### src/hdl/arpc_ram.sv
// Generic single-clock RAM: one write port, one read port, registered read data.
// No dependencies.
`timescale 1ns / 1ps

module arpc_ram #(
  parameter  int unsigned WIDTH = 8,
  parameter  int unsigned DEPTH = 16,
  localparam int unsigned AW    = (DEPTH > 1) ? $clog2(DEPTH) : 1
) (
  input  logic             clk_i,
  input  logic             wr_en_i,
  input  logic [AW-1:0]    wr_addr_i,
  input  logic [WIDTH-1:0] wr_data_i,
  input  logic             rd_en_i,
  input  logic [AW-1:0]    rd_addr_i,
  output logic [WIDTH-1:0] rd_data_o
);

  logic [WIDTH-1:0] mem_q [DEPTH];
  logic [WIDTH-1:0] rd_data_q;

  always_ff @(posedge clk_i) begin
    if (wr_en_i) begin
      mem_q[wr_addr_i] <= wr_data_i;
    end
    if (rd_en_i) begin
      rd_data_q <= mem_q[rd_addr_i];
    end
  end

  assign rd_data_o = rd_data_q;

endmodule

### config.mk
export PLATFORM = sky130hd
export DESIGN_NAME = arpc_ram
export DESIGN_NICKNAME = d
export VERILOG_FILES = /design/src/hdl/arpc_ram.sv
export SDC_FILE = /design/constraint.sdc
export NUM_CORES = 1
export LEC_CHECK = 0
export BUFFER_PORTS_ARGS = -buffer_cell sky130_fd_sc_hd__buf_4
export CAP_MARGIN = 20
export CORE_MARGIN = 4
export CORE_UTILIZATION = 54
export CTS_CLUSTER_DIAMETER = 150
export CTS_CLUSTER_SIZE = 40
export DETAILED_ROUTE_END_ITERATION = 10
export HOLD_SLACK_MARGIN = 0.06
export PLACE_DENSITY = 0.75
export SKIP_LAST_GASP = 1
export SLEW_MARGIN = 20
export SYNTH_ARGS = -nofsm -noshare
export SYNTH_HDL_FRONTEND = slang
export SYNTH_SLANG_ARGS = --single-unit
### constraint.sdc
create_clock -name clk_i -period 1.72 [get_ports clk_i]
set_input_delay 0.258 -clock clk_i [delete_from_list [all_inputs] [get_ports clk_i]]
set_output_delay 0.258 -clock clk_i [all_outputs]
set_load 0.03 [all_outputs]
==> metrics.md <==
| Metric | Value |
|---|---|
| CTS sink count | `136` |
| Largest stage delay on the critical path | `0.52 ns` |
| Final cell count without fillers | `436` |
| Delay-heaviest family, CP | `multiplexers` |
| Detailed router's first-iteration violation count | `212` |
| Synth Instances | `229` |
| Reg-to-reg endpoint | `rd_data_o[5]` |
| Tightest Pin Transition | `0.422 ns` |
| Post-synthesis area per instance | `22.8 sq um` |
| I/O pins | `27` |
| Worst reg2reg path depth | `3` |
| Required time at the endpoint of the critical path | `1.96 ns` |
| Cell type with the highest aggregate area in the netlist | `edfxtp_1` |
| Worst setup path start | `mem_q[0][5]` |
| CTS clk-pin slew, worst paths | `0.06 ns` |
| Maximum buffer depth of the clock tree | `2` |
| Half-perimeter wire length after detailed placement | `6.12 mm` |
| Pin count of the biggest net entering global routing | `17` |
| Layout cells sized above 1 | `0.322` |
| Count of unique library cells instantiated by Yosys | `18` |
| Final setup violation count | `0` |
| Capture point of the critical path | `rd_data_o[5]` |
| Count of flip-flops with a built-in enable after synthesis | `136` |
| Status | `finished clean` |
| Setup Total Neg Slack | `0 ns` |
| Wire length of the first global-routing pass | `15.9 mm` |
| Port Buf Inserts | `26` |
| Vias per Instance | `5.76` |
| Layout area overhead | `21.5%` |
| Number of antenna diodes | `0` |
| Overall routing resource usage | `0.198` |
| Post-detailed-route wirelength per cell | `23.2 microns` |
| Reg-to-reg slack, setup | `0.17 ns` |
| Number of storage elements in the synthesis netlist | `136` |
| Post-DRT Antenna Nets | `0` |
| Count of standard-cell rows | `35` |
| Portion of synthesized cell area occupied by the leading cell type | `0.781` |
| Leading cell types in the layout, fill and taps excluded | `edfxtp_1, buf_4, mux4_2, a22oi_1, clkbuf_16` |
| Cell depth of the worst setup path | `3` |
| List of cells traversed by the critical path | `mux4_1 > a22oi_1 > nand2_1` |
| Critical-path cell with the highest stage delay | `mux4_1` |
| Leakage power figure | `2.16 nW` |
| Setup crit start kind | `flop` |
| Arrival time worst endpoint | `1.79 ns` |
| Routability congestion estimate | `0.767` |
| Top_reg_cell synth | `edfxtp_1` |
| Sort of element at the end of the critical path | `flop` |
| Highest clock frequency the design can meet | `0.646 GHz` |
| Via count of the first global-routing pass | `2628` |
| Type of the worst min-delay path | `in -> reg` |
| Clock network latency to the later pin of the worst-skew pair | `0.50 ns` |
| Post-Route WL | `10.1 mm` |
| Die width | `106 microns` |
| Buffering stage count on the worst path with inverters included | `0` |
| Most common cell after layout, fill and taps aside | `edfxtp_1` |
| Htree depth | `4` |
| Worst slew margin relative to its limit | `0.719` |
| Number of maximum-capacitance constraint violations | `0` |
| Synth top area cells | `edfxtp_1, mux4_2, mux4_1` |
| Synthesized netlist net count | `248` |
| Total CTS buffers | `17` |
| Worst setup path class | `reg -> reg` |
| Number of antenna violations at the first check in global routing | `0` |
| Unrepaired setup endpoints after global routing | `no` |
| Starting density of the core | `0.560` |
| Post-synth ARST share | `0` |
| Post-CTS sizing | `0` |
| Placeable core region | `0.00933 sq mm` |
| Critical path peak fanout | `1` |
| Buffer type at the clock tree root | `clkbuf_8` |
| CTS tree | `done` |
| Setup clock skew after layout | `0.00895 ns` |
| Post-layout nets | `313` |
| Final Hold Violating Endpoints | `0` |
| Final Max Tran Viols | `0` |
| 1st-pass router iterations | `7` |
| Vias | `2510` |
| Tmin final | `1.55 ns` |
| Layout Utilization | `0.681` |
| Worst vdd rail ir drop | `0.756 mV` |
| Placed cells | `397` |
| Yosys synthesis warning count | `0` |
| DRC violations left | `0` |
| Power per cell area | `1170 mW/mm^2` |
| Netlist Area Pre-Place | `0.00523 sq mm` |
| Sequential cell area fraction in the yosys report | `0.781` |
| Sum of overflow across all layers after global routing | `0` |
| Die height | `106 microns` |
| Share of the clock period used by the worst path after layout | `0.901` |
| Overall die area | `0.0113 sq mm` |
| Reg2Reg Launch Point | `mem_q[0][5]` |
power by group:
| part | internal [W] | switching (W) |
|---|---|---|
| Sequential | 0.00373 | 0.0000229 |
| Clock | 0.00192 | 0.00133 |
| Combinational | 0.000193 | 0.000224 |
| Total | 0.00585 | 0.00158 |
flip-flops by register name, indices dropped and copies added, names as in the netlist:
signal     cells
mem_q        128
rd_data_o      8
cell families (layout without fill, tap and decap cells):
logic type,after synthesis,after routing,share of synthesized area
simple gates,35,35,0.0314
flops,136,136,0.781
mux,32,32,0.148
compound gates,16,16,0.0230
buf+inv,10,88,0.0165
metrics by stage:
| stage | area, sq um | power [W] | setup slack, ns | hold slack [ns] |
|---|---|---|---|---|
| after detailed placement | 5740 | 0.00423 | -0.0384 | 0.566 |
| after CTS | 6350 | 0.00746 | 0.153 | 0.0603 |
| after global placement | 5740 | 0.00422 | -0.0244 | 0.559 |
| after global routing | 6350 | 0.00769 | 0.0934 | 0.0689 |
| final | 6350 | 0.00743 | 0.171 | 0.0699 |
| after floorplan | 5230 | 0.00404 | 0.180 | 0.357 |
synth_stat cells (all sizes together) (2+ instances only):
cell / n
nand2: 9
mux4: 32
nand2b: 2
nor3: 4
buf: 7
nor2: 13
clkdlybuf4s25: 3
nand3b: 2
edfxtp: 136
a22oi: 16
final cells by class:
type / instances / area, sq um
sequential: 136 / 4080
tap: 129 / 161
fill: 564 / 2980
clock inverter: 14 / 124
clock buffer: 18 / 418
timing repair buffer: 56 / 500
multi-input combinational: 83 / 1060
repair_timing:
action,4_1_cts,5_1_grt
hold buffers,7,0
buffers inserted,0,0
endpoints found under the setup margin,0,0
hold endpoints to repair,97,0
worst min path at each step:
stage	cells after the start	startpoint	slack, ns	endpoint
6_report	1	wr_data_i[4]	0.07	mem_q[4][4]
5_1_grt	1	wr_data_i[4]	0.07	mem_q[10][4]
4_1_cts	1	wr_data_i[4]	0.06	mem_q[13][4]
3_5_place_dp	1	wr_data_i[2]	0.57	mem_q[14][2]
3_3_place_gp	1	wr_data_i[2]	0.56	mem_q[14][2]
2_1_floorplan	0	wr_data_i[0]	0.36	mem_q[0][0]
layer usage:
metal / global-route usage / part of all wire / vias to the layer above
li1: - / - / 1114
met1: 0.273 / 0.41 / 1288
met2: 0.317 / 0.51 / 98
met3: 0.0437 / 0.070 / 10
met4: 0.0638 / 0.012 / 0
met5: 0 / 0 / -
No activity file was read; power rests on OpenSTA's default activity.
